[config.mk]
export PLATFORM = sky130hd
export DESIGN_NAME = luhn_card_check_and_brand
export DESIGN_NICKNAME = d
export VERILOG_FILES = /design/src/hdl/lccb_pkg.sv /design/src/hdl/luhn_card_check_and_brand.sv
export SDC_FILE = /design/constraint.sdc
export NUM_CORES = 1
export LEC_CHECK = 0
export ABC_AREA = 1
export ABC_CLOCK_PERIOD_IN_PS = 7100
export BUFFER_PORTS_ARGS = -buffer_cell sky130_fd_sc_hd__buf_2
export CORE_MARGIN = 1.5
export CORE_UTILIZATION = 47
export DETAILED_ROUTE_END_ITERATION = 12
export HOLD_SLACK_MARGIN = 0.02
export SLEW_MARGIN = 20
export SYNTH_ARGS = -nofsm -noshare
export SYNTH_HDL_FRONTEND = slang
export SYNTH_SLANG_ARGS = --single-unit
[constraint.sdc]
create_clock -name clock -period 7.1 [get_ports clock]
set_clock_uncertainty 0.1 [all_clocks]
set_input_delay 0 -clock clock [delete_from_list [all_inputs] [get_ports clock]]
set_output_delay 0 -clock clock [all_outputs]
set_load 0.01 [all_outputs]
[src/hdl/lccb_pkg.sv]
package lccb_pkg;

   // card number field and packed stream widths
   localparam int CARD_W      = 63;
   localparam int REQ_DATA_W  = 64;
   localparam int RSP_DATA_W  = 8;
   localparam int COUNT_W     = 5;
   localparam int BRAND_W     = 2;

   // binary to BCD conversion: padded binary word, bits shifted in per cycle
   localparam int BIN_W       = 64;
   localparam int BITS_PER_CYC = 4;
   localparam int CONV_CYCLES = BIN_W / BITS_PER_CYC;
   localparam int CONV_CNT_W  = $clog2(CONV_CYCLES);
   localparam int BCD_DIGITS  = 19;
   localparam int BCD_W       = 4 * BCD_DIGITS;

   // brand codes
   localparam logic [BRAND_W-1:0] BRAND_NONE = 2'd0;
   localparam logic [BRAND_W-1:0] BRAND_AX   = 2'd1;
   localparam logic [BRAND_W-1:0] BRAND_MC   = 2'd2;
   localparam logic [BRAND_W-1:0] BRAND_VI   = 2'd3;

   // card lengths that carry a brand
   localparam logic [COUNT_W-1:0] LEN_AX    = 5'd15;
   localparam logic [COUNT_W-1:0] LEN_MC    = 5'd16;
   localparam logic [COUNT_W-1:0] LEN_VI_S  = 5'd13;

endpackage

[src/hdl/luhn_card_check_and_brand.sv]
// Luhn mod-10 card number check with brand lookup from the leading digits.
//
// Input channel (req_*): one transfer carries one card number as an unsigned
// 63-bit binary integer. The block takes a new number only when it is idle;
// req_tready is low for the whole time one number is being worked on.
// Result channel (rsp_*): one transfer per card number with the Luhn verdict,
// the decimal digit count (zero counts as one digit) and the brand code.
//
// Flow: after an input transfer the number is turned into BCD, four binary
// bits a cycle through one add-3/shift column. A digit scanner then walks the
// BCD digits from the right, one per cycle, until only zero digits are left
// or MAX_DIGITS digits have been read. A classify step then loads the result
// register and the block goes back to idle, ready for a new input; it takes
// no new number while one is still being worked on. The result sits in an
// output register. If the receiver stalls, the block still goes back to idle
// and takes the next number; it only waits at the final classify step until
// the previous result has been taken.
// Reset (synchronous, active high) drops any item in flight and any held
// result and returns the block to idle.
module luhn_card_check_and_brand
   import lccb_pkg::*;
#(
   parameter int MAX_DIGITS = 19
) (
   input  logic                  clock,
   input  logic                  reset,
   input  logic                  req_tvalid,
   output logic                  req_tready,
   input  logic [REQ_DATA_W-1:0] req_tdata,   // [62:0] card_number, [63] zero pad
   output logic                  rsp_tvalid,
   input  logic                  rsp_tready,
   output logic [RSP_DATA_W-1:0] rsp_tdata    // [0] luhn_ok, [5:1] digit_count, [7:6] brand
);

   localparam logic [COUNT_W-1:0] MAX_CNT = COUNT_W'(MAX_DIGITS);

   typedef enum logic [1:0] {
      S_IDLE,
      S_CONV,
      S_SCAN,
      S_EMIT
   } state_type;

   state_type                 state_ff, state_in;
   logic [BIN_W-1:0]          bin_ff, bin_in;         // binary bits still to shift in
   logic [BCD_W-1:0]          bcd_ff, bcd_in;         // BCD digits, lowest digit at bit 0
   logic [CONV_CNT_W-1:0]     conv_cnt_ff, conv_cnt_in;
   logic [COUNT_W-1:0]        count_ff, count_in;     // digits consumed so far
   logic [3:0]                sum_ff, sum_in;         // Luhn sum modulo ten
   logic [3:0]                lead_hi_ff, lead_hi_in; // most recent digit seen
   logic [3:0]                lead_lo_ff, lead_lo_in; // digit before it
   logic                      over_ff, over_in;       // digits left past MAX_DIGITS
   logic                      rsp_valid_ff, rsp_valid_in;
   logic [RSP_DATA_W-1:0]     rsp_data_ff, rsp_data_in;

   // shared add-3/shift column result for one conversion cycle
   logic [BCD_W-1:0]          dabble;
   // digit scanner
   logic [3:0]                digit;
   logic [4:0]                dbl;
   logic [3:0]                contrib;
   logic [4:0]                sum_raw;
   logic [COUNT_W-1:0]        count_next;
   logic [BCD_W-1:0]          bcd_rest;
   // classification
   logic                      luhn_ok;
   logic [BRAND_W-1:0]        brand;
   logic                      out_free;

   // double dabble: four bits a cycle, each bit an add-3 pass over all digits
   always_comb begin
      logic [BCD_W-1:0] b;
      b = bcd_ff;
      for (int k = 0; k < BITS_PER_CYC; k++) begin
         for (int j = 0; j < BCD_DIGITS; j++) begin
            if (b[4*j +: 4] >= 4'd5) begin
               b[4*j +: 4] = b[4*j +: 4] + 4'd3;
            end
         end
         b = {b[BCD_W-2:0], bin_ff[BIN_W-1-k]};
      end
      dabble = b;
   end

   // Luhn contribution of the current lowest digit
   always_comb begin
      digit   = bcd_ff[3:0];
      dbl     = {digit, 1'b0};
      if (count_ff[0]) begin
         contrib = (dbl > 5'd9) ? 4'(dbl - 5'd9) : dbl[3:0];
      end else begin
         contrib = digit;
      end
      sum_raw    = {1'b0, sum_ff} + {1'b0, contrib};
      count_next = count_ff + 5'd1;
      bcd_rest   = {4'd0, bcd_ff[BCD_W-1:4]};
   end

   // Luhn verdict, and brand from digit count and leading pair (none on a failed check)
   always_comb begin
      luhn_ok = !over_ff && (sum_ff == 4'd0);
      brand   = BRAND_NONE;
      if (count_ff == LEN_AX && lead_hi_ff == 4'd3 &&
          (lead_lo_ff == 4'd4 || lead_lo_ff == 4'd7)) begin
         brand = BRAND_AX;
      end else if (count_ff == LEN_MC && lead_hi_ff == 4'd5 &&
                   lead_lo_ff >= 4'd1 && lead_lo_ff <= 4'd5) begin
         brand = BRAND_MC;
      end else if ((count_ff == LEN_VI_S || count_ff == LEN_MC) &&
                   lead_hi_ff == 4'd4) begin
         brand = BRAND_VI;
      end
      if (!luhn_ok) begin
         brand = BRAND_NONE;
      end
   end

   assign out_free = !rsp_valid_ff || rsp_tready;

   always_comb begin
      state_in     = state_ff;
      bin_in       = bin_ff;
      bcd_in       = bcd_ff;
      conv_cnt_in  = conv_cnt_ff;
      count_in     = count_ff;
      sum_in       = sum_ff;
      lead_hi_in   = lead_hi_ff;
      lead_lo_in   = lead_lo_ff;
      over_in      = over_ff;
      rsp_valid_in = rsp_valid_ff && !rsp_tready;
      rsp_data_in  = rsp_data_ff;
      case (state_ff)
         S_IDLE: begin
            if (req_tvalid) begin
               bin_in      = {1'b0, req_tdata[CARD_W-1:0]};
               bcd_in      = '0;
               conv_cnt_in = '0;
               state_in    = S_CONV;
            end
         end
         S_CONV: begin
            bcd_in      = dabble;
            bin_in      = {bin_ff[BIN_W-BITS_PER_CYC-1:0], {BITS_PER_CYC{1'b0}}};
            conv_cnt_in = conv_cnt_ff + CONV_CNT_W'(1);
            if (conv_cnt_ff == CONV_CNT_W'(CONV_CYCLES - 1)) begin
               count_in   = '0;
               sum_in     = '0;
               lead_hi_in = '0;
               lead_lo_in = '0;
               state_in   = S_SCAN;
            end
         end
         S_SCAN: begin
            bcd_in     = bcd_rest;
            count_in   = count_next;
            sum_in     = (sum_raw >= 5'd10) ? 4'(sum_raw - 5'd10) : sum_raw[3:0];
            lead_hi_in = digit;
            lead_lo_in = lead_hi_ff;
            over_in    = (bcd_rest != '0);
            // stop once the rest is all zero, or the digit budget is used up
            if (bcd_rest == '0 || count_next == MAX_CNT) begin
               state_in = S_EMIT;
            end
         end
         S_EMIT: begin
            if (out_free) begin
               rsp_valid_in = 1'b1;
               rsp_data_in  = {brand, count_ff, luhn_ok};
               state_in     = S_IDLE;
            end
         end
         default: begin
            state_in = S_IDLE;
         end
      endcase
   end

   always_ff @(posedge clock) begin
      if (reset) begin
         state_ff     <= S_IDLE;
         rsp_valid_ff <= 1'b0;
      end else begin
         state_ff     <= state_in;
         rsp_valid_ff <= rsp_valid_in;
      end
      bin_ff      <= bin_in;
      bcd_ff      <= bcd_in;
      conv_cnt_ff <= conv_cnt_in;
      count_ff    <= count_in;
      sum_ff      <= sum_in;
      lead_hi_ff  <= lead_hi_in;
      lead_lo_ff  <= lead_lo_in;
      over_ff     <= over_in;
      rsp_data_ff <= rsp_data_in;
   end

   assign req_tready = (state_ff == S_IDLE);
   assign rsp_tvalid = rsp_valid_ff;
   assign rsp_tdata  = rsp_data_ff;

`ifndef ASSERT_OFF
   // a branded result always passed the Luhn check
   a_brand_needs_luhn: assert property (@(posedge clock) disable iff (reset)
      rsp_tvalid |-> (rsp_tdata[7:6] == BRAND_NONE || rsp_tdata[0]))
      else $error("brand set on a result that failed the Luhn check");

   // digit count stays within one to MAX_DIGITS
   a_count_range: assert property (@(posedge clock) disable iff (reset)
      rsp_tvalid |-> (rsp_tdata[5:1] != 5'd0 && rsp_tdata[5:1] <= MAX_CNT))
      else $error("digit count out of range");

   // a brand only goes with one of the branded lengths
   a_brand_length: assert property (@(posedge clock) disable iff (reset)
      (rsp_tvalid && rsp_tdata[7:6] != BRAND_NONE) |->
         (rsp_tdata[5:1] == LEN_AX || rsp_tdata[5:1] == LEN_MC ||
          rsp_tdata[5:1] == LEN_VI_S))
      else $error("brand reported for a length that carries none");

   // an accepted number always starts conversion on the next cycle
   a_accept_starts: assert property (@(posedge clock) disable iff (reset)
      (req_tvalid && req_tready) |=> (state_ff == S_CONV && conv_cnt_ff == '0))
      else $error("input transfer did not start conversion");
`endif

endmodule
==> results by group <==
Clock tree
  • Clock Tree Buf Depth: 2
  • Skew-Pair Late Insertion Delay: 0.44 ns
  • Clock transition at the registers of the reported paths: 0.08 ns
  • CTS tree: done
  • CTS resizes: 0
  • CTS buffer count: 17
  • H-tree lvl count: 4
  • Root Driver: clkbuf_16
  • Clk sinks: 173

Yosys
  • Synthesized netlist net count: 2392
  • Synthesized cell area: 15800 µm²
  • Fraction of registers with async set/reset: 0
  • Post-synthesis cell type count: 53
  • Ys flop type: edfxtp_1
  • Post-synth top area cell: edfxtp_1
  • Seq/Total Area, Yosys: 0.327
  • #FFs+latches synth: 173
  • Top-area cell type share of the netlist area: 0.323
  • Number of synthesized flops with an enable pin: 170
  • Gate Count Post-Synth: 2201
  • Synth warnings: 0
  • Top post-synthesis cells by area: edfxtp_1, nand2_1, ha_1
  • Syn Area/Cell: 7.17 µm²

Timing
  • Rel. slew slack: 0.310
  • Final-report setup violation count: 0
  • Least-Margin Pin Slew: 1.03 ns
  • Final Max Slew Viols: 0
  • Tcrit/Tclk final: 0.565
  • Final Critical Period: 4.01 ns
  • RSZ-0062 raised after global routing: false
  • Min Hold Slack: 0.0636 ns
  • TNS Setup: 0 ns
  • Hold Violations, Final: 0
  • Peak Freq: 0.249 GHz

Setup path
  • Setup crit start: bcd_ff[73]
  • Worst R2R Setup Slack: 3.09 ns
  • Max FO, Critical Path: 3
  • Slowest cell on the critical path: edfxtp_1
  • FF-to-FF End: bcd_ff[74]
  • Critical Path Max Stage Delay: 0.43 ns
  • Register-to-Register Path Depth: 23
  • Crit-path cells: inv_1, ha_1, nor2_1, a21oi_1, xor2_1, ha_1, inv_1, o21ai_1, nand2_1, xor2_1, ha_1, inv_1, o21ai_0, nand2_1, xor2_1, ha_1, inv_1, o211ai_1, nand2_1, inv_1, nand2_1, nand2_1, nor2_1
  • Setup Crit Path Kind: reg -> reg
  • Critical Path RT: 7.21 ns
  • Arr. time, crit path: 4.12 ns
  • Reg2reg start: bcd_ff[73]
  • Crit path capture: bcd_ff[74]
  • Worst Setup End Kind: register
  • Critical path launch point type: register

Worst hold path
  • Worst hold start: rsp_tready
  • Depth of the worst hold-timing path: 3
  • Hold Path Class: in -> reg

Detailed routing
  • Average vias per placed instance: 5.03
  • # DRC: 0
  • WL final: 36000 µm
  • WL per Instance: 12.9 µm
  • Via count: 14100
  • ANT nets after route: 0
  • 1st-pass router iterations: 6
  • 1st-iter DRT viols: 928

Layout
  • Layout cells sized above 1: 0.129
  • Most frequent cells in the layout: nand2_1, inv_1, nand3_1, edfxtp_1, ha_1
  • Layout area overhead: 13.3%
  • Commonest non-fill, non-tap cell in the layout: nand2_1
  • Filler cells: 3187
  • Total Nets Final: 2530

Job
  • Max cap viols: 0

Placement
  • Port Buffer Count: 76
  • Dpl hpwl: 26700 µm
  • Gpl congestion: 0.837

Die
  • Die Span X: 186 µm
  • FP Rows: 66
  • Die ar.: 34700 µm²
  • I/O pins: 78
  • Core area: 32800 µm²
  • Initial core utilization: 0.482
  • Die Span Y: 186 µm

Global route
  • Gr usage total: 0.209
  • Largest net degree at the start of global routing: 74
  • Gr ovfl total: 0
  • First-pass GRT wire length: 60700 µm
  • Busiest grt layer: met2
  • Vias in the first global route: 13200
  • Global routing usage on met2: 0.356
  • M3 GR Usage: 0.0248
  • Initial antenna violation count: 1
  • M1 GR Usage: 0.283

Outcome
  • Status: completed
==> kinds of logic (layout without fill, tap and decap cells) <==
kind of cell | count (synthesis) | count (layout) | share of synthesized area
other | 0 | 1 | 0
xor gates and xnor gates | 31 | 31 | 0.0217
and+or+nand+nor | 1355 | 1355 | 0.401
DFF | 173 | 173 | 0.327
adders and majority gates | 123 | 123 | 0.0979
AOI/OAI and AO/OA | 168 | 168 | 0.0674
buffers and inverters | 351 | 502 | 0.0844
==> worst max-delay path: cells and delay by family (launching register included) <==
| kind | cells | cell delay, ns |
|---|---|---|
| AOI/OAI and AO/OA | 4 | 0.73 |
| xor gates and xnor gates | 3 | 0.81 |
| adders and majority gates | 4 | 0.83 |
| buffers and inverters | 5 | 0.37 |
| DFF | 1 | 0.43 |
| and+or+nand+nor | 7 | 0.51 |
==> Yosys cell counts (2+ instances only) <==
library cell and n:
nand2_1 791, inv_1 312, nand3_1 204, edfxtp_1 170, ha_1 122, nand4_1 95
nand2_2 74, nor2_1 62, nand3_2 43, o21ai_0 37, a21oi_1 33, and2_1 27
o22ai_1 24, clkbuf_1 21, o21ai_2 16, xor2_1 12, nand2_4 11, nand3b_1 11
o21ai_1 11, xnor2_1 11, a21o_1 10, a31oi_1 9, nor3_1 9, and2_4 8
o211ai_1 8, or2_2 8, inv_2 6, buf_1 5, o21bai_1 5, xor2_2 5
a211oi_1 4, a31o_2 4, nor4_1 4, buf_4 3, dfxtp_1 3, nor2_2 3
buf_2 2, o21ai_4 2, xnor2_2 2
==> what timing repair did <==
| item | 4_1_cts | 5_1_grt |
|---|---|---|
| hold endpoints to repair | 70 | 0 |
| hold buffers | 66 | 0 |
| endpoints found under the setup margin | 0 | 0 |
| buffers inserted | 0 | 0 |
==> registers in the layout (all words and copies together) (netlist names) <==
signal       count
bcd_ff          76
lead_hi_ff       4
count_ff         5
rsp_tdata        8
bin_ff          64
over_ff          1
conv_cnt_ff      4
rsp_tvalid       1
lead_lo_ff       4
sum_ff           4
state_ff         2
==> routing by layer <==
metal / wire [µm] / part of all wire
met1: 17800 / 0.50
met2: 16700 / 0.47
met3: 910 / 0.025
met4: 490 / 0.014
met5: 0 / 0
==> metrics by stage <==
stage | std cells | util | area [µm²] | setup WS, ns
floorplan | 2201 | - | 15800 | 2.16
global placement | 2696 | 0.509 | 16700 | 3.25
detailed placement | 2696 | 0.509 | 16700 | 3.07
CTS | 2794 | 0.546 | 17900 | 3.03
global route | 2795 | 0.546 | 17900 | 2.57
finish | 2795 | 0.546 | 17900 | 3.09
==> cell type report <==
class	instances	area (µm²)	share of cell area
multi-input cells	1677	9320	0.521
flip-flops and latches	173	5160	0.289
inverters	320	1200	0.0672
repair buffers	150	1100	0.0615
well taps	442	553	0.0309
clock buffers	17	425	0.0238
clock inverters	15	129	0.00720
diodes	1	2.50	0.000140
==> how the worst min path moves through the flow <==
stage | end
after floorplan | rsp_tvalid
after global placement | rsp_tvalid
after detailed placement | rsp_tvalid
after CTS | rsp_tdata[6]
after global routing | rsp_tdata[6]
final | rsp_tdata[6]
Power is left out: the tool's default activity adds up to more than one toggle a clock period on the data nets, which glitch-free logic cannot reach.
